## config.mk

```make
export PLATFORM = sky130hd
export DESIGN_NAME = photon_id_cut_classifier_core_flat
export DESIGN_NICKNAME = d
export VERILOG_FILES = /design/src/rtl/core/pcc_pkg.sv /design/src/rtl/core/pcc_if.sv /design/src/rtl/core/photon_id_cut_classifier_core.sv /design/src/rtl/core/pcc_apb_regs.sv /design/src/rtl/core/pcc_area_corr.sv /design/src/rtl/core/pcc_cut_eval.sv /design/src/flat_wrapper.sv
export VERILOG_INCLUDE_DIRS = /design/src /design/src/rtl/core
export SDC_FILE = /design/constraint.sdc
export NUM_CORES = 1
export LEC_CHECK = 0
export BUFFER_PORTS_ARGS = -buffer_cell sky130_fd_sc_hd__buf_4
export CAP_MARGIN = 20
export CORE_UTILIZATION = 40
export CTS_CLUSTER_DIAMETER = 50
export DETAILED_ROUTE_END_ITERATION = 8
export PLACE_DENSITY = 0.55
export SETUP_SLACK_MARGIN = 0.05
export SLEW_MARGIN = 15
export SYNTH_ARGS = -nofsm -noshare
export SYNTH_HDL_FRONTEND = slang
export SYNTH_SLANG_ARGS = --single-unit
```

## constraint.sdc

```tcl
create_clock -name clk -period 12.4 [get_ports clk]
set_clock_uncertainty 0.2 [all_clocks]
set_input_delay 2.48 -clock clk [delete_from_list [all_inputs] [get_ports clk]]
set_output_delay 2.48 -clock clk [all_outputs]
set_load 0.05 [all_outputs]
```

## src/rtl/core/assert_macros.svh

```systemverilog
// assertion helpers shared by the core
`ifndef ASSERT_MACROS_SVH
`define ASSERT_MACROS_SVH

// clocked assertion, disabled while reset is asserted
`define ASSERT_CLK(label, clk, rst_n, prop, msg) \
	label: assert property (@(posedge clk) disable iff (!rst_n) prop) \
		else $error(msg);

// condition that must never hold at a clock edge
`define ASSERT_NEVER(label, clk, rst_n, cond, msg) \
	label: assert property (@(posedge clk) disable iff (!rst_n) !(cond)) \
		else $error(msg);

`endif

```

## src/rtl/core/pcc_pkg.sv

```systemverilog
package pcc_pkg;

	localparam int ISO_W   = 26;   // raw iso * 1000, max 65,535,000
	localparam int NSL_W   = 22;   // pt * 40
	localparam int PSL_W   = 19;   // pt * 5
	localparam int PADDR_W = 3;

	localparam logic REG_BARREL_MODE = 1'b0;

	localparam logic [15:0] PT_MIN_TENTH   = 16'd150;
	localparam logic [13:0] BARREL_ETA_MAX = 14'd1479;
	localparam logic [13:0] ENDCAP_ETA_MIN = 14'd1500;
	localparam logic [13:0] ENDCAP_ETA_MAX = 14'd3000;
	localparam logic [11:0] HOE_MAX_MILLI  = 12'd50;

	// shower width cuts
	localparam logic [13:0] EB_L_SW = 14'd120;
	localparam logic [13:0] EB_M_SW = 14'd110;
	localparam logic [13:0] EE_L_SW = 14'd340;
	localparam logic [13:0] EE_M_SW = 14'd330;
	localparam logic [13:0] EE_T_SW = 14'd310;

	// isolation cuts, units of 1e-4 GeV
	localparam logic [ISO_W-1:0] EB_L_CH = 26'd26000;
	localparam logic [ISO_W-1:0] EB_M_CH = 26'd15000;
	localparam logic [ISO_W-1:0] EB_T_CH = 26'd7000;
	localparam logic [ISO_W-1:0] EB_L_NE = 26'd35000;
	localparam logic [ISO_W-1:0] EB_M_NE = 26'd10000;
	localparam logic [ISO_W-1:0] EB_T_NE = 26'd4000;
	localparam logic [ISO_W-1:0] EB_L_PH = 26'd13000;
	localparam logic [ISO_W-1:0] EB_M_PH = 26'd7000;
	localparam logic [ISO_W-1:0] EB_T_PH = 26'd5000;
	localparam logic [ISO_W-1:0] EE_L_CH = 26'd23000;
	localparam logic [ISO_W-1:0] EE_M_CH = 26'd12000;
	localparam logic [ISO_W-1:0] EE_T_CH = 26'd5000;
	localparam logic [ISO_W-1:0] EE_L_NE = 26'd29000;
	localparam logic [ISO_W-1:0] EE_M_NE = 26'd15000;
	localparam logic [ISO_W-1:0] EE_T_NE = 26'd15000;
	localparam logic [ISO_W-1:0] EE_M_PH = 26'd10000;
	localparam logic [ISO_W-1:0] EE_T_PH = 26'd10000;

	typedef struct packed {
		logic [15:0]        pt_tenth_gev;
		logic signed [13:0] eta_milli;
		logic [13:0]        shower_width;
		logic [11:0]        had_over_em_milli;
		logic               prompt_electron_match;
		logic [15:0]        charged_iso;
		logic [15:0]        neutral_iso;
		logic [15:0]        photon_iso_raw;
		logic [9:0]         rho_tenth_gev;
	} cand_t;

	typedef struct packed {
		logic [4:0] ch;
		logic [6:0] ne;
		logic [8:0] ph;
	} area_t;

	typedef struct packed {
		logic             acc;
		logic             barrel;
		logic             base;
		logic [13:0]      sw;
		logic [ISO_W-1:0] ch;
		logic [ISO_W-1:0] ne;
		logic [ISO_W-1:0] ph;
		logic [NSL_W-1:0] nslope;
		logic [PSL_W-1:0] pslope;
	} corr_t;

	typedef struct packed {
		logic acc;
		logic loose;
		logic med;
		logic tight;
	} flags_t;

	// effective areas in 0.001 units; exact bin edges get zero
	function automatic area_t pick_area(input logic [13:0] a);
		area_t r;
		r = '0;
		if (a < 14'd1000) begin
			r = '{ch: 5'd12, ne: 7'd30, ph: 9'd148};
		end else if (a > 14'd1000 && a < 14'd1479) begin
			r = '{ch: 5'd10, ne: 7'd57, ph: 9'd130};
		end else if (a > 14'd1479 && a < 14'd2000) begin
			r = '{ch: 5'd14, ne: 7'd39, ph: 9'd112};
		end else if (a > 14'd2000 && a < 14'd2200) begin
			r = '{ch: 5'd12, ne: 7'd15, ph: 9'd216};
		end else if (a > 14'd2200 && a < 14'd2300) begin
			r = '{ch: 5'd16, ne: 7'd24, ph: 9'd262};
		end else if (a > 14'd2300 && a < 14'd2400) begin
			r = '{ch: 5'd20, ne: 7'd39, ph: 9'd260};
		end else if (a > 14'd2400) begin
			r = '{ch: 5'd12, ne: 7'd72, ph: 9'd266};
		end
		return r;
	endfunction

endpackage

```

## src/rtl/core/pcc_if.sv

```systemverilog
interface pcc_cand_if;
	logic               valid;
	logic               ready;
	logic [15:0]        pt_tenth_gev;
	logic signed [13:0] eta_milli;
	logic [13:0]        shower_width;
	logic [11:0]        had_over_em_milli;
	logic               prompt_electron_match;
	logic [15:0]        charged_iso;
	logic [15:0]        neutral_iso;
	logic [15:0]        photon_iso_raw;
	logic [9:0]         rho_tenth_gev;

	modport source (
		output valid, pt_tenth_gev, eta_milli, shower_width, had_over_em_milli,
			prompt_electron_match, charged_iso, neutral_iso, photon_iso_raw,
			rho_tenth_gev,
		input  ready
	);
	modport sink (
		input  valid, pt_tenth_gev, eta_milli, shower_width, had_over_em_milli,
			prompt_electron_match, charged_iso, neutral_iso, photon_iso_raw,
			rho_tenth_gev,
		output ready
	);
endinterface

interface pcc_result_if;
	logic valid;
	logic ready;
	logic in_acceptance;
	logic pass_loose;
	logic pass_medium;
	logic pass_tight;

	modport source (
		output valid, in_acceptance, pass_loose, pass_medium, pass_tight,
		input  ready
	);
	modport sink (
		input  valid, in_acceptance, pass_loose, pass_medium, pass_tight,
		output ready
	);
endinterface

```

## src/rtl/core/photon_id_cut_classifier_core.sv

```systemverilog
// Throughput: one candidate per cycle while result.ready stays high; three registered
// stages (input, pileup correction, cut evaluation) each move on independently when
// the next one frees up.
// Reset (arst_n low, asynchronous): all stages empty, barrel_mode = 1.
`include "assert_macros.svh"

module photon_id_cut_classifier_core (
	input  logic                        clk,
	input  logic                        arst_n,
	pcc_cand_if.sink                    cand,
	pcc_result_if.source                result,
	input  logic                        psel,
	input  logic                        penable,
	input  logic                        pwrite,
	input  logic [pcc_pkg::PADDR_W-1:0] paddr,
	input  logic [31:0]                 pwdata,
	output logic [31:0]                 prdata,
	output logic                        pready
);

	logic            barrel_mode;
	logic            v_s1, v_s2, res_v_q;
	pcc_pkg::cand_t  cand_s1, cand_w;
	pcc_pkg::corr_t  corr_w, corr_s2;
	pcc_pkg::flags_t flags_w, res_q;
	logic            en_s1, en_s2, en_out;

	pcc_apb_regs u_regs (
		.clk         (clk),
		.arst_n      (arst_n),
		.psel        (psel),
		.penable     (penable),
		.pwrite      (pwrite),
		.paddr       (paddr),
		.pwdata      (pwdata),
		.prdata      (prdata),
		.pready      (pready),
		.barrel_mode (barrel_mode)
	);

	// bubbles collapse: a stage loads whenever it is empty or its word moves on
	assign en_out = result.ready || !res_v_q;
	assign en_s2  = !v_s2 || en_out;
	assign en_s1  = !v_s1 || en_s2;
	assign cand.ready = en_s1;

	always_comb begin
		cand_w.pt_tenth_gev          = cand.pt_tenth_gev;
		cand_w.eta_milli             = cand.eta_milli;
		cand_w.shower_width          = cand.shower_width;
		cand_w.had_over_em_milli     = cand.had_over_em_milli;
		cand_w.prompt_electron_match = cand.prompt_electron_match;
		cand_w.charged_iso           = cand.charged_iso;
		cand_w.neutral_iso           = cand.neutral_iso;
		cand_w.photon_iso_raw        = cand.photon_iso_raw;
		cand_w.rho_tenth_gev         = cand.rho_tenth_gev;
	end

	pcc_area_corr u_corr (
		.cand   (cand_s1),
		.barrel (barrel_mode),
		.corr   (corr_w)
	);

	pcc_cut_eval u_cuts (
		.corr  (corr_s2),
		.flags (flags_w)
	);

	always_ff @(posedge clk or negedge arst_n) begin
		if (!arst_n) begin
			v_s1    <= 1'b0;
			v_s2    <= 1'b0;
			res_v_q <= 1'b0;
		end else begin
			if (en_s1) begin
				v_s1 <= cand.valid;
			end
			if (en_s2) begin
				v_s2 <= v_s1;
			end
			if (en_out) begin
				res_v_q <= v_s2;
			end
		end
	end

	always_ff @(posedge clk) begin
		if (en_s1) begin
			cand_s1 <= cand_w;
		end
		if (en_s2) begin
			corr_s2 <= corr_w;
		end
		if (en_out) begin
			res_q <= flags_w;
		end
	end

	assign result.valid         = res_v_q;
	assign result.in_acceptance = res_q.acc;
	assign result.pass_loose    = res_q.loose;
	assign result.pass_medium   = res_q.med;
	assign result.pass_tight    = res_q.tight;

	`ASSERT_CLK(a_s1_hold, clk, arst_n, v_s1 && !en_s2 |=> v_s1 && $stable(cand_s1), "stalled s1 word changed")
	`ASSERT_CLK(a_s2_hold, clk, arst_n, v_s2 && !en_out |=> v_s2 && $stable(corr_s2), "stalled s2 word changed")
	`ASSERT_NEVER(a_nested, clk, arst_n, res_v_q && ((res_q.tight && !res_q.med) || (res_q.med && !res_q.loose) || (res_q.loose && !res_q.acc)), "flags not nested")

endmodule

```

## src/rtl/core/pcc_apb_regs.sv

```systemverilog
module pcc_apb_regs (
	input  logic                        clk,
	input  logic                        arst_n,
	input  logic                        psel,
	input  logic                        penable,
	input  logic                        pwrite,
	input  logic [pcc_pkg::PADDR_W-1:0] paddr,
	input  logic [31:0]                 pwdata,
	output logic [31:0]                 prdata,
	output logic                        pready,
	output logic                        barrel_mode
);

	logic barrel_mode_q;
	logic wr_en;

	assign pready = 1'b1;
	assign wr_en  = psel && penable && pwrite && (paddr[2] == pcc_pkg::REG_BARREL_MODE);

	always_ff @(posedge clk or negedge arst_n) begin
		if (!arst_n) begin
			barrel_mode_q <= 1'b1;
		end else if (wr_en) begin
			barrel_mode_q <= pwdata[0];
		end
	end

	always_comb begin
		prdata = '0;
		if (paddr[2] == pcc_pkg::REG_BARREL_MODE) begin
			prdata = {31'd0, barrel_mode_q};
		end
	end

	assign barrel_mode = barrel_mode_q;

endmodule

```

## src/rtl/core/pcc_area_corr.sv

```systemverilog
module pcc_area_corr (
	input  pcc_pkg::cand_t cand,
	input  logic           barrel,
	output pcc_pkg::corr_t corr
);

	logic [13:0]               abs_eta;
	logic                      region_ok;
	pcc_pkg::area_t            area;
	logic [pcc_pkg::ISO_W-1:0] ch_c, ne_c, ph_c;

	// scale raw iso by 1000, subtract rho * area, floor at zero
	function automatic logic [pcc_pkg::ISO_W-1:0] corr_iso(
		input logic [15:0] raw,
		input logic [9:0]  rho,
		input logic [8:0]  ea
	);
		logic [pcc_pkg::ISO_W-1:0] scaled;
		logic [18:0]               pu;
		scaled = (pcc_pkg::ISO_W'(raw) << 10) - (pcc_pkg::ISO_W'(raw) << 4)
			- (pcc_pkg::ISO_W'(raw) << 3);
		pu     = 19'(rho) * 19'(ea);
		return (scaled < pcc_pkg::ISO_W'(pu)) ? '0 : scaled - pcc_pkg::ISO_W'(pu);
	endfunction

	// 14-bit wrap handles the most negative code as +8192
	assign abs_eta = cand.eta_milli[13] ? 14'(14'd0 - cand.eta_milli) : cand.eta_milli;

	assign region_ok = barrel ? (abs_eta <= pcc_pkg::BARREL_ETA_MAX)
		: (abs_eta >= pcc_pkg::ENDCAP_ETA_MIN && abs_eta <= pcc_pkg::ENDCAP_ETA_MAX);

	assign area = pcc_pkg::pick_area(abs_eta);

	assign ch_c = corr_iso(cand.charged_iso, cand.rho_tenth_gev, 9'(area.ch));
	assign ne_c = corr_iso(cand.neutral_iso, cand.rho_tenth_gev, 9'(area.ne));
	assign ph_c = corr_iso(cand.photon_iso_raw, cand.rho_tenth_gev, area.ph);

	always_comb begin
		corr.acc    = (cand.pt_tenth_gev >= pcc_pkg::PT_MIN_TENTH) && region_ok;
		corr.barrel = barrel;
		corr.base   = !cand.prompt_electron_match
			&& (cand.had_over_em_milli < pcc_pkg::HOE_MAX_MILLI);
		corr.sw     = cand.shower_width;
		corr.ch     = ch_c;
		corr.ne     = ne_c;
		corr.ph     = ph_c;
		corr.nslope = (pcc_pkg::NSL_W'(cand.pt_tenth_gev) << 5)
			+ (pcc_pkg::NSL_W'(cand.pt_tenth_gev) << 3);
		corr.pslope = (pcc_pkg::PSL_W'(cand.pt_tenth_gev) << 2)
			+ pcc_pkg::PSL_W'(cand.pt_tenth_gev);
	end

endmodule

```

## src/rtl/core/pcc_cut_eval.sv

```systemverilog
module pcc_cut_eval (
	input  pcc_pkg::corr_t  corr,
	output pcc_pkg::flags_t flags
);

	logic [pcc_pkg::ISO_W-1:0] ns, ps;
	logic eb_l, eb_m, eb_t, ee_l, ee_m, ee_t;

	assign ns = pcc_pkg::ISO_W'(corr.nslope);
	assign ps = pcc_pkg::ISO_W'(corr.pslope);

	assign eb_l = corr.base && corr.sw < pcc_pkg::EB_L_SW && corr.ch < pcc_pkg::EB_L_CH
		&& corr.ne < pcc_pkg::EB_L_NE + ns && corr.ph < pcc_pkg::EB_L_PH + ps;
	assign eb_m = eb_l && corr.sw < pcc_pkg::EB_M_SW && corr.ch < pcc_pkg::EB_M_CH
		&& corr.ne < pcc_pkg::EB_M_NE + ns && corr.ph < pcc_pkg::EB_M_PH + ps;
	assign eb_t = eb_m && corr.ch < pcc_pkg::EB_T_CH
		&& corr.ne < pcc_pkg::EB_T_NE + ns && corr.ph < pcc_pkg::EB_T_PH + ps;

	// endcap loose carries no photon iso cut
	assign ee_l = corr.base && corr.sw < pcc_pkg::EE_L_SW && corr.ch < pcc_pkg::EE_L_CH
		&& corr.ne < pcc_pkg::EE_L_NE + ns;
	assign ee_m = ee_l && corr.sw < pcc_pkg::EE_M_SW && corr.ch < pcc_pkg::EE_M_CH
		&& corr.ne < pcc_pkg::EE_M_NE + ns && corr.ph < pcc_pkg::EE_M_PH + ps;
	assign ee_t = ee_m && corr.sw < pcc_pkg::EE_T_SW && corr.ch < pcc_pkg::EE_T_CH
		&& corr.ne < pcc_pkg::EE_T_NE + ns && corr.ph < pcc_pkg::EE_T_PH + ps;

	always_comb begin
		flags.acc   = corr.acc;
		flags.loose = corr.acc && (corr.barrel ? eb_l : ee_l);
		flags.med   = corr.acc && (corr.barrel ? eb_m : ee_m);
		flags.tight = corr.acc && (corr.barrel ? eb_t : ee_t);
	end

endmodule

```

## src/flat_wrapper.sv

```systemverilog
// flat-port wrapper written by rule: the top's interface ports become plain ports
module photon_id_cut_classifier_core_flat 
  (clk, arst_n, psel, penable, pwrite, paddr, pwdata, prdata, pready, cand_valid, cand_pt_tenth_gev, cand_eta_milli, cand_shower_width, cand_had_over_em_milli, cand_prompt_electron_match, cand_charged_iso, cand_neutral_iso, cand_photon_iso_raw, cand_rho_tenth_gev, cand_ready, result_valid, result_in_acceptance, result_pass_loose, result_pass_medium, result_pass_tight, result_ready);
  pcc_cand_if cand_i ();
  pcc_result_if result_i ();
  input  logic clk;
  input  logic arst_n;
  input  logic psel;
  input  logic penable;
  input  logic pwrite;
  input  logic [pcc_pkg::PADDR_W-1:0] paddr;
  input  logic [31:0] pwdata;
  output logic [31:0] prdata;
  output logic pready;
  input wire logic [$bits(cand_i.valid)-1:0] cand_valid;
  input wire logic [$bits(cand_i.pt_tenth_gev)-1:0] cand_pt_tenth_gev;
  input wire logic [$bits(cand_i.eta_milli)-1:0] cand_eta_milli;
  input wire logic [$bits(cand_i.shower_width)-1:0] cand_shower_width;
  input wire logic [$bits(cand_i.had_over_em_milli)-1:0] cand_had_over_em_milli;
  input wire logic [$bits(cand_i.prompt_electron_match)-1:0] cand_prompt_electron_match;
  input wire logic [$bits(cand_i.charged_iso)-1:0] cand_charged_iso;
  input wire logic [$bits(cand_i.neutral_iso)-1:0] cand_neutral_iso;
  input wire logic [$bits(cand_i.photon_iso_raw)-1:0] cand_photon_iso_raw;
  input wire logic [$bits(cand_i.rho_tenth_gev)-1:0] cand_rho_tenth_gev;
  output wire logic [$bits(cand_i.ready)-1:0] cand_ready;
  output wire logic [$bits(result_i.valid)-1:0] result_valid;
  output wire logic [$bits(result_i.in_acceptance)-1:0] result_in_acceptance;
  output wire logic [$bits(result_i.pass_loose)-1:0] result_pass_loose;
  output wire logic [$bits(result_i.pass_medium)-1:0] result_pass_medium;
  output wire logic [$bits(result_i.pass_tight)-1:0] result_pass_tight;
  input wire logic [$bits(result_i.ready)-1:0] result_ready;
  assign cand_i.valid = cand_valid;
  assign cand_i.pt_tenth_gev = cand_pt_tenth_gev;
  assign cand_i.eta_milli = cand_eta_milli;
  assign cand_i.shower_width = cand_shower_width;
  assign cand_i.had_over_em_milli = cand_had_over_em_milli;
  assign cand_i.prompt_electron_match = cand_prompt_electron_match;
  assign cand_i.charged_iso = cand_charged_iso;
  assign cand_i.neutral_iso = cand_neutral_iso;
  assign cand_i.photon_iso_raw = cand_photon_iso_raw;
  assign cand_i.rho_tenth_gev = cand_rho_tenth_gev;
  assign cand_ready = cand_i.ready;
  assign result_valid = result_i.valid;
  assign result_in_acceptance = result_i.in_acceptance;
  assign result_pass_loose = result_i.pass_loose;
  assign result_pass_medium = result_i.pass_medium;
  assign result_pass_tight = result_i.pass_tight;
  assign result_i.ready = result_ready;
  photon_id_cut_classifier_core u_core (.clk(clk), .arst_n(arst_n), .cand(cand_i), .result(result_i), .psel(psel), .penable(penable), .pwrite(pwrite), .paddr(paddr), .pwdata(pwdata), .prdata(prdata), .pready(pready));
endmodule
```

Word level (Yosys, flattened, before mapping)

Cells that the tools add are included.

Flip-flop bits (word level): 259
Input bits: 157
Output and inout port bits: 39
Logic and storage cells: 147

Add/subtract/negate cells: 21
$mul: 3
Order comparisons: 40
Multiplexer cells: 13
Bitwise gates (word level): 1
Reductions and logical operators: 43

Operators by type and width:

| kind                   | number |
|---|---|
| $lt 26x23->1           | 5 |
| $mux 21                | 6 |
| $lt 26x20->1           | 4 |
| $sub 26x19->26         | 4 |
| $sub 26x20->26         | 3 |
| $lt 26x13->1 const B   | 2 |
| $lt 26x14->1 const B   | 2 |
| $lt 26x15->1 const B   | 2 |
| $add 14x22->23 const A | 2 |
| $gt 14x12->1 const B   | 3 |
| $lt 14x12->1 const B   | 3 |
| $lt 14x9->1 const B    | 3 |
| $add 13x19->20 const A | 2 |
| $add 14x19->20 const A | 2 |
| $logic_and 1x1->1      | 36 |
| $gt 14x11->1 const B   | 2 |
| $lt 14x11->1 const B   | 2 |
| $lt 14x7->1 const B    | 2 |
| $lt 26x15->1           | 1 |
| $lt 26x17->1           | 1 |
| $lt 26x19->1           | 1 |
| $sub 26x15->26         | 1 |
| $sub 26x17->26         | 1 |
| $add 12x22->23 const A | 1 |
| other kinds (21)       | 30 |

Logic depth before layout (Yosys ltp)

Gate-level depths: netlist (run 1).

Depth after elaboration: 14
Gate-level depth with buffers: 44
Gate-level depth less buffers: 41

Modules after synthesis

Synthesis (run 1) repeated with hierarchy kept, for this count alone.

Cell total of the unflattened synthesis: 3,327
Area, all modules: 30,448.0 um^2

Modules (own cells, without submodules):

| module                        | instances | cells each | area each (um^2) | seq. area each (um^2) |
|---|---|---|---|---|
| pcc_area_corr                 | 1         | 2,104      | 15,693.8         | 0.0 |
| photon_id_cut_classifier_core | 1         | 265        | 7,783.7          | 7,732.4 |
| pcc_cut_eval                  | 1         | 920        | 6,667.6          | 0.0 |
| pcc_apb_regs                  | 1         | 38         | 302.8            | 26.3 |

Worst setup path after synthesis (run 1)

OpenSTA, ideal clock, no wires.

Kind: register to register
Start point: reg u_core.cand_s1[85] (netlist name)
End point: reg u_core.corr_s2[76] (netlist name) (data pin)
Library setup time: 0.257 ns
Arrival time: 8.798 ns
Required time: 11.943 ns
Setup slack: 3.145 ns
Stages on the path, launching flop included: 41
Buffers on the path: 3
Period minus slack after synthesis: 9.255 ns
Cell sequence: edfxtp_1 inv_1 ha_1 or3b_2 or4_4 a211oi_2 o211ai_2 mux2_4 a21oi_4 and2_1 clkbuf_1 nand2_1 and2_1 fa_1 inv_1 fa_1 inv_1 fa_1 [5 not listed] o21ai_0 a21oi_1 o21bai_1 a21oi_1 o21ai_0 a21o_1 a21oi_1 xor2_1 ha_1 a21o_1 nand2b_1 a21oi_1 nand4_1 a21oi_2 and2_4 buf_6 buf_2 nor2_1

Word-level cells in the longest chain between the ends: 12
Elaborated cells on any way between the ends: 29
Classes of those cells: add/sub (2); mul (1); order compare (13); mux (8); reduce/logical (5)

RTL lines:

| item                                           | line                                | text |
|---|---|---|
| start, declared                                | photon_id_cut_classifier_core.sv:23 | `pcc_pkg::cand_t cand_s1, cand_w;` |
| start signal, assigned                         | photon_id_cut_classifier_core.sv:90 | `cand_s1 <= cand_w;` |
| $sub 1x14->14                                  | pcc_area_corr.sv:27                 | `assign abs_eta = cand.eta_milli[13] ? 14'(14'd0 - cand.eta_milli) : cand.eta_milli;` |
| $mux 14 *                                      | pcc_area_corr.sv:27                 |  |
| $gt 14x12->1, or another cell as far along     | pcc_pkg.sv:95                       | `end else if (a > 14'd2400) begin` |
| $mux 20 or $logic_and 1x1->1 (tied branches)   | pcc_pkg.sv:95, pcc_pkg.sv:93        |  |
| $mux 21                                        | pcc_pkg.sv:93                       | `end else if (a > 14'd2300 && a < 14'd2400) begin` |
| $mux 21                                        | pcc_pkg.sv:91                       | `end else if (a > 14'd2200 && a < 14'd2300) begin` |
| $mux 21                                        | pcc_pkg.sv:89                       | `end else if (a > 14'd2000 && a < 14'd2200) begin` |
| $mux 21                                        | pcc_pkg.sv:87                       | `end else if (a > 14'd1479 && a < 14'd2000) begin` |
| $mux 21                                        | pcc_pkg.sv:85                       | `end else if (a > 14'd1000 && a < 14'd1479) begin` |
| $mux 21 *                                      | pcc_pkg.sv:83                       | `if (a < 14'd1000) begin` |
| $mul 10x7->17 *                                | pcc_area_corr.sv:22                 | `pu = 19'(rho) * 19'(ea);` |
| $sub 26x17->26 or $lt 26x17->1 (tied branches) | pcc_area_corr.sv:23                 | `return (scaled < pcc_pkg::ISO_W'(pu)) ? '0 : scaled - pcc_pkg::ISO_W'(pu);` |
| end signal, assigned                           | photon_id_cut_classifier_core.sv:93 | `corr_s2 <= corr_w;` |
| end, declared                                  | photon_id_cut_classifier_core.sv:24 | `pcc_pkg::corr_t corr_w, corr_s2;` |

Every way passes the cells marked *; elsewhere a longest branch is shown, timed or not.
A chain may end at the register's enable or synchronous reset.

Worst setup path after layout (run 1)

Start point: reg u_core.cand_s1[85] (netlist name)
End point: reg u_core.corr_s2[84] (netlist name) (data pin)

Same word-level chain as after synthesis.

==> qor.txt, run 1 <==
Status - finished clean
Post-CTS setup buffers - 0
CTS hold repair buffers - 0
Top cell by count, worst path - a21oi_1
Setup violators final - 0
Avg Inst Size Synth - 9.12 um2
Req. time, crit path - 12.50 ns
Vias per cell - 5.40
RSZ-0062 raised after global routing - no
Setup total negative slack - 0 ns
Class of the worst hold path - reg -> reg
Initial antenna violation count - 0
Iteration count of the initial detailed-routing pass - 5
Max Cap Viol - 0
Seq/Total Area, Yosys - 24.0%
Skew-Pair Late Insertion Delay - 0.56 ns
Largest regs - u_core.cand_s1 (113), u_core.corr_s2 (106)
DIE HEIGHT - 268 um
DIE WIDTH - 268 um
CP max stage cell - nor2_1
Main flop type after synthesis - edfxtp_1
Vias in the first global route - 22300
Slew headroom - 31.4%
CTS Sinks - 227
Seq cells post-synth - 227
Slew Viols, Final - 0
Library cells used by synthesis - 95
Mapped Area - 28400 um2
CTS clk-pin slew, worst paths - 0.06 ns
Setup crit end kind - register
Final period util - 88.8%
Synth warnings - 0
Gate Count Post-Synth - 3113
Grt ovf - 0
Placer Congestion - 0.901
Setup Crit Path Kind - reg -> reg
Number of synthesized flops with an enable pin - 223
Final hold vios - 0
Vias - 22600
Dpl hpwl - 60.5 mm
Crit. Startpoint - u_core.cand_s1[85]$_DFFE_PP_
Hold path startpoint - u_core.cand_s1[84]$_DFFE_PP_
Finished Layout Cells - 4178
Final WL - 74.4 mm
CTS root buffer - clkbuf_16
Initial Util - 40.5%
H-tree depth - 2
Largest net degree at the start of global routing - 78
Post-CTS Resized - 0
Top reg by flops - u_core.cand_s1
Core ar. - 70100 um2
Crit path max fanout - 17
Ys async rst share - 1.76%
WHS - 0.223 ns
First-pass GRT wire length - 119 mm
Nets - 3934
CP peak stage delay - 0.57 ns
Die area - 72000 um2
CTS tree - built
Port Buffer Count - 128
I/O pin count - 196
Row Count - 97
Fin util - 44.7%
CP startpoint kind - register
Post-DRT Antenna Nets - 0
Arrival time worst endpoint - 11.11 ns
Global Route Usage Sum - 20.7%
Least-Margin Pin Slew - 1.03 ns
Ant. Diodes - 0
WL per Instance - 17.8 um
Layout cell share with drive strength beyond 1 - 7.75%
Crit path time final - 11.01 ns
Max reg flops - 113
Inserted Clock Buffers - 35
Residual DRC count - 0
Maximum achievable frequency - 0.0908 GHz
FF-to-FF Start - u_core.cand_s1[85]$_DFFE_PP_
Dpl cells - 4116
Max clock buf depth - 3
Initial drt markers - 1102
Area Growth Syn to Fin - 10.5%
-- final timing paths --
kind	to	slack, ns	cells past startpoint
setup / recovery	u_core.corr_s2[84]$_SDFFCE_PN0P_	1.39	38
hold / removal	u_core.corr_s2[132]$_DFFE_PP_	0.22	0
setup reg to reg	u_core.corr_s2[84]$_SDFFCE_PN0P_	1.39	38
hold reg to reg	u_core.corr_s2[132]$_DFFE_PP_	0.22	0
max in group asynchronous	u_core.u_regs.barrel_mode$_DFFE_PN1P_	10.24	1
min in group asynchronous	u_core.result.valid$_DFFE_PN0P_	1.55	1
-- worst max-delay path, delay by kind of cell, from the launching register on --
kind | cells | cell delay [ns]
AOI/OAI and AO/OA | 14 | 2.91
xor gates and xnor gates | 1 | 0.36
adders and majority gates | 7 | 3.26
buffers and inverters | 5 | 0.44
DFF | 1 | 0.50
and+or+nand+nor | 11 | 3.09
-- cells in the final DEF, fill, tap and decap left out, types with 96 or more instances in the layout --
cell type and count:
o21ai_0 120, a21oi_1 183, edfxtp_1 223, inv_1 283, a21o_1 96, fa_1 133, buf_4 154, nor2_1 206
ha_1 431, xnor2_1 171, nand2_1 247, xor2_1 115
-- logic make-up after synthesis --
group	after synthesis	synth area share, %
simple gates	917	16.2
compound gates	697	16.2
fa+ha+maj	564	28.4
buf+inv	408	5.90
xor+xnor	287	8.88
flops	227	24.0
mux	11	0.410
other cells	2	0.0265
-- routing by layer --
| layer | global-route usage, % | wire length [um] | part of all wire [%] | vias up |
|---|---|---|---|---|
| met1 | 28.5 | 35100 | 47 | 10900 |
| met4 | 5.30 | 1560 | 2.1 | 0 |
| li1 | - | - | - | 11100 |
| met3 | 2.52 | 2900 | 3.9 | 94 |
| met2 | 34.3 | 34800 | 47 | 428 |
| met5 | 0 | 0 | 0 | - |
-- synthesized netlist by cell type, types with 7 or more instances --
| library cell | count | share of area (%) |
|---|---|---|
| o21a_1 | 48 | 1.3 |
| a31oi_1 | 42 | 0.93 |
| or2_2 | 10 | 0.22 |
| o21ai_0 | 120 | 2.1 |
| mux2i_1 | 9 | 0.32 |
| or4_1 | 8 | 0.21 |
| a21oi_1 | 183 | 3.2 |
| buf_4 | 32 | 0.85 |
| nor2b_1 | 83 | 1.8 |
| o21bai_1 | 24 | 0.63 |
| fa_1 | 133 | 9.4 |
| o211ai_1 | 19 | 0.50 |
| ha_1 | 431 | 19 |
| or3_1 | 16 | 0.35 |
| a311oi_1 | 7 | 0.22 |
| nand3b_1 | 8 | 0.21 |
| nor4_1 | 16 | 0.35 |
| clkbuf_1 | 70 | 0.93 |
| buf_1 | 11 | 0.15 |
| a21boi_0 | 19 | 0.50 |
| and3_1 | 24 | 0.53 |
| and2_1 | 75 | 1.7 |
| xnor2_1 | 171 | 5.3 |
| a221oi_1 | 7 | 0.22 |
| nand3_1 | 59 | 1.0 |
| nor3_1 | 46 | 0.81 |
| inv_1 | 283 | 3.7 |
| nand2_1 | 247 | 3.3 |
| xor2_1 | 115 | 3.5 |
| nor2_1 | 206 | 2.7 |
| nand4_1 | 37 | 0.82 |
| nand2b_1 | 45 | 0.99 |
| a211oi_1 | 24 | 0.63 |
| a21o_1 | 96 | 2.5 |
| a22oi_1 | 7 | 0.19 |
| edfxtp_1 | 223 | 24 |
| a2111oi_0 | 7 | 0.22 |
| o31ai_1 | 16 | 0.42 |
-- metrics by stage --
stage	setup slack (ns)	instance area (um2)
6_report	1.39	31400
5_1_grt	0.509	31400
4_1_cts	1.45	31400
3_5_place_dp	1.48	30200
3_3_place_gp	1.66	30200
2_1_floorplan	3.15	28500
-- cell type report --
type | count | area, um2
timing repair buffer | 154 | 1160
inverter | 287 | 1080
clock buffer | 41 | 920
fill | 6865 | 38800
multi-input combinational | 2508 | 20000
sequential | 227 | 6800
clock inverter | 21 | 209
tap | 940 | 1180
Power of run 1 is not shown: default switching activity piles up to over one toggle a cycle in this logic, so the estimate is an artifact.
==> inputs of run 2 (changes only) <==
- CORE_MARGIN: not set -> 5
- REMOVE_ABC_BUFFERS: not set -> 1
- SYNTH_HIERARCHICAL: not set -> 1
==> qor.txt, run 2 <==
Status - finished clean
Slew Viols, Final - 0 (unchanged)
Post-CTS setup buffers - 0 (unchanged)
CTS clk-pin slew, worst paths - 0.05 ns (about the same)
Global Route Usage Sum - 18.5% (-2.2 points)
Skew-Pair Late Insertion Delay - 0.57 ns (about the same)
Crit path to - u_core/corr_s2[84]$_DFFE_PP_
First-pass GRT wire length - 123 mm (+3.4%)
WHS - 0.215 ns (-0.00804 ns)
Dpl cells - 4301 (+4.5%)
Area occupied by multi-input gates - 20800 um2 (+3.8%)
Class of the worst hold path - reg -> reg
Maximum achievable frequency - 0.0893 GHz (-1.6%)
Crit path time final - 11.19 ns (+0.180 ns)
Setup total negative slack - 0 ns (unchanged)
Die area - 81200 um2 (+13%)
Vias in the first global route - 22900 (+2.9%)
Top reg by flops - u_core/corr_s2
Register area - 7580 um2 (+11%)
Max reg flops - 132 (+17%)
CP Depth - 33 (-13%)
DIE WIDTH - 285 um (+6.2%)
CTS hold repair buffers - 0 (unchanged)
Setup violators final - 0 (unchanged)
RSZ-0062 raised after global routing - no
Filler cell count - 7315 (+6.6%)
DIE HEIGHT - 285 um (+6.2%)
FF-to-FF Start - u_core/cand_s1[90]$_DFFE_PP_
CP max stage cell - a21oi_1
Finished Layout Cells - 4382 (+4.9%)
Inserted Clock Buffers - 43 (+23%)
Synth warnings - 6 (+6)
Final period util - 90.3% (+1.5 points)
Vias per cell - 5.36 (-0.76%)
Layout cell share with drive strength beyond 1 - 7.85% (+0.10 points)
Largest regs - u_core/corr_s2 (132), u_core/cand_s1 (113)
Post-CTS Resized - 0 (unchanged)
Final WL - 77.3 mm (+3.8%)
Iteration count of the initial detailed-routing pass - 5 (unchanged)
Max clock buf depth - 3 (unchanged)
Grt ovf - 0 (unchanged)
Worst vdd ir - 296 uV
Crit path max fanout - 25 (+8)
Leading cell type in the layout, fill and taps excluded - ha_1
Arrival time worst endpoint - 11.27 ns (+0.16 ns)
CTS tree - built
Placer Congestion - 0.919 (+2.0%)
Setup Crit Path Kind - reg -> reg
Most frequent cells in the layout - 433 x ha_1, 298 x inv_1, 270 x nand2_1
WL per Instance - 17.6 um (-0.99%)
Row Count - 100 (+3.1%)
Top cell family by delay on the critical path - compound AO/OA/AOI/OAI gates
H-tree depth - 2 (unchanged)
CTS root buffer - clkbuf_16
Initial antenna violation count - 0 (unchanged)
Post-DRT Antenna Nets - 0 (unchanged)
Slew headroom - 23.3% (-8.1 points)
CTS Sinks - 253 (+11%)
Leak - 14.8 nW
Reg-to-Reg End - u_core/corr_s2[84]$_DFFE_PP_
Residual DRC count - 0 (unchanged)
Bufs and invs on worst path - 4 (-1)
Flop2flop setup slack - 1.21 ns (-0.18 ns)
Hold path startpoint - u_core/cand_s1[79]$_DFFE_PP_
Final hold vios - 0 (unchanged)
Initial Util - 40.5% (about the same)
Area Growth Syn to Fin - 9.79%
Top cell by count, worst path - a21oi_1
Ant. Diodes - 0 (unchanged)
Core ar. - 74700 um2 (+6.5%)
Max Cap Viol - 0 (unchanged)
Nets - 4101 (+4.2%)
Worst R2R Path Depth - 33 (-13%)
Pwr per Cell Area - 313 nW/um2
Setup crit end kind - register
I/O pin count - 196 (unchanged)
Placed Area - 31800 um2 (+5.1%)
Crit. Startpoint - u_core/cand_s1[90]$_DFFE_PP_
Mapped Area - 30200 um2 (+6.6%)
Dpl hpwl - 62.5 mm (+3.4%)
Largest net degree at the start of global routing - 81 (+3.8%)
Initial drt markers - 1494 (+36%)
CP peak stage delay - 0.89 ns (+0.32 ns)
Final setup margin - 1.21 ns (-0.180 ns)
Avg Inst Size Synth - 9.12 um2 (about the same)
CP startpoint kind - register
Least-Margin Pin Slew - 1.14 ns (+0.107 ns)
Req. time, crit path - 12.48 ns (-0.02 ns)
Gate Count Post-Synth - 3317 (+6.6%)
Port Buffer Count - 128 (unchanged)
Vias - 23500 (+4.1%)
Dpl ws - 1.35 ns (-0.137 ns)
Final Cell Area - 33200 um2 (+5.9%)
## run 2: report_power, final
group          internal (mW)  leakage [nW]  switching, mW  total, mW
registers               1.44          2.59          0.350       1.79
logic                   3.13          11.5           4.29       7.42
clock network          0.704         0.700          0.466       1.17
## run 2: final cells by class
| class | count | share of cell area, % |
|---|---|---|
| clock buffer | 47 | 3.29 |
| clock inverter | 33 | 0.987 |
| inverter | 298 | 3.37 |
| multi-input combinational | 2635 | 62.6 |
| sequential | 253 | 22.8 |
| tap | 969 | 3.65 |
| timing repair buffer | 147 | 3.30 |
## run 2: how the worst min path moves through the flow
stage / to / depth (start not counted)
6_report: u_core/corr_s2[127]$_DFFE_PP_ / 0
5_1_grt: u_core/corr_s2[129]$_DFFE_PP_ / 0
4_1_cts: u_core/corr_s2[127]$_DFFE_PP_ / 0
3_5_place_dp: u_core/corr_s2[126]$_DFFE_PP_ / 0
3_3_place_gp: u_core/corr_s2[130]$_DFFE_PP_ / 0
2_1_floorplan: u_core/corr_s2[120]$_DFFE_PP_ / 0
## run 2: metal layers
| layer | up-vias | part of all wire, % | global-route usage (%) |
|---|---|---|---|
| met5 | - | 0 | 0 |
| met4 | 0 | 2.5 | 4.65 |
| met3 | 95 | 4.9 | 3.16 |
| met2 | 467 | 45 | 30.1 |
| met1 | 11100 | 48 | 25.8 |
| li1 | 11800 | - | - |
## run 2: per-stage QoR
stage	util, %	power [mW]
global route	44.5	11.5
global placement	42.5	9.15
finish	44.5	10.4
floorplan	-	7.37
detailed placement	42.5	9.17
CTS	44.4	10.4
## run 2: worst register-to-register path, delay by kind of cell (launching register included)
family	cells	cell delay (ns)
adder cells (fa/ha/maj)	6	2.76
buffers and inverters	4	0.41
flip-flops	1	0.59
AND/OR/NAND/NOR	7	2.29
AO/OA/AOI/OAI	15	4.28
XOR/XNOR	1	0.37
(Power assumes the default switching activity.)
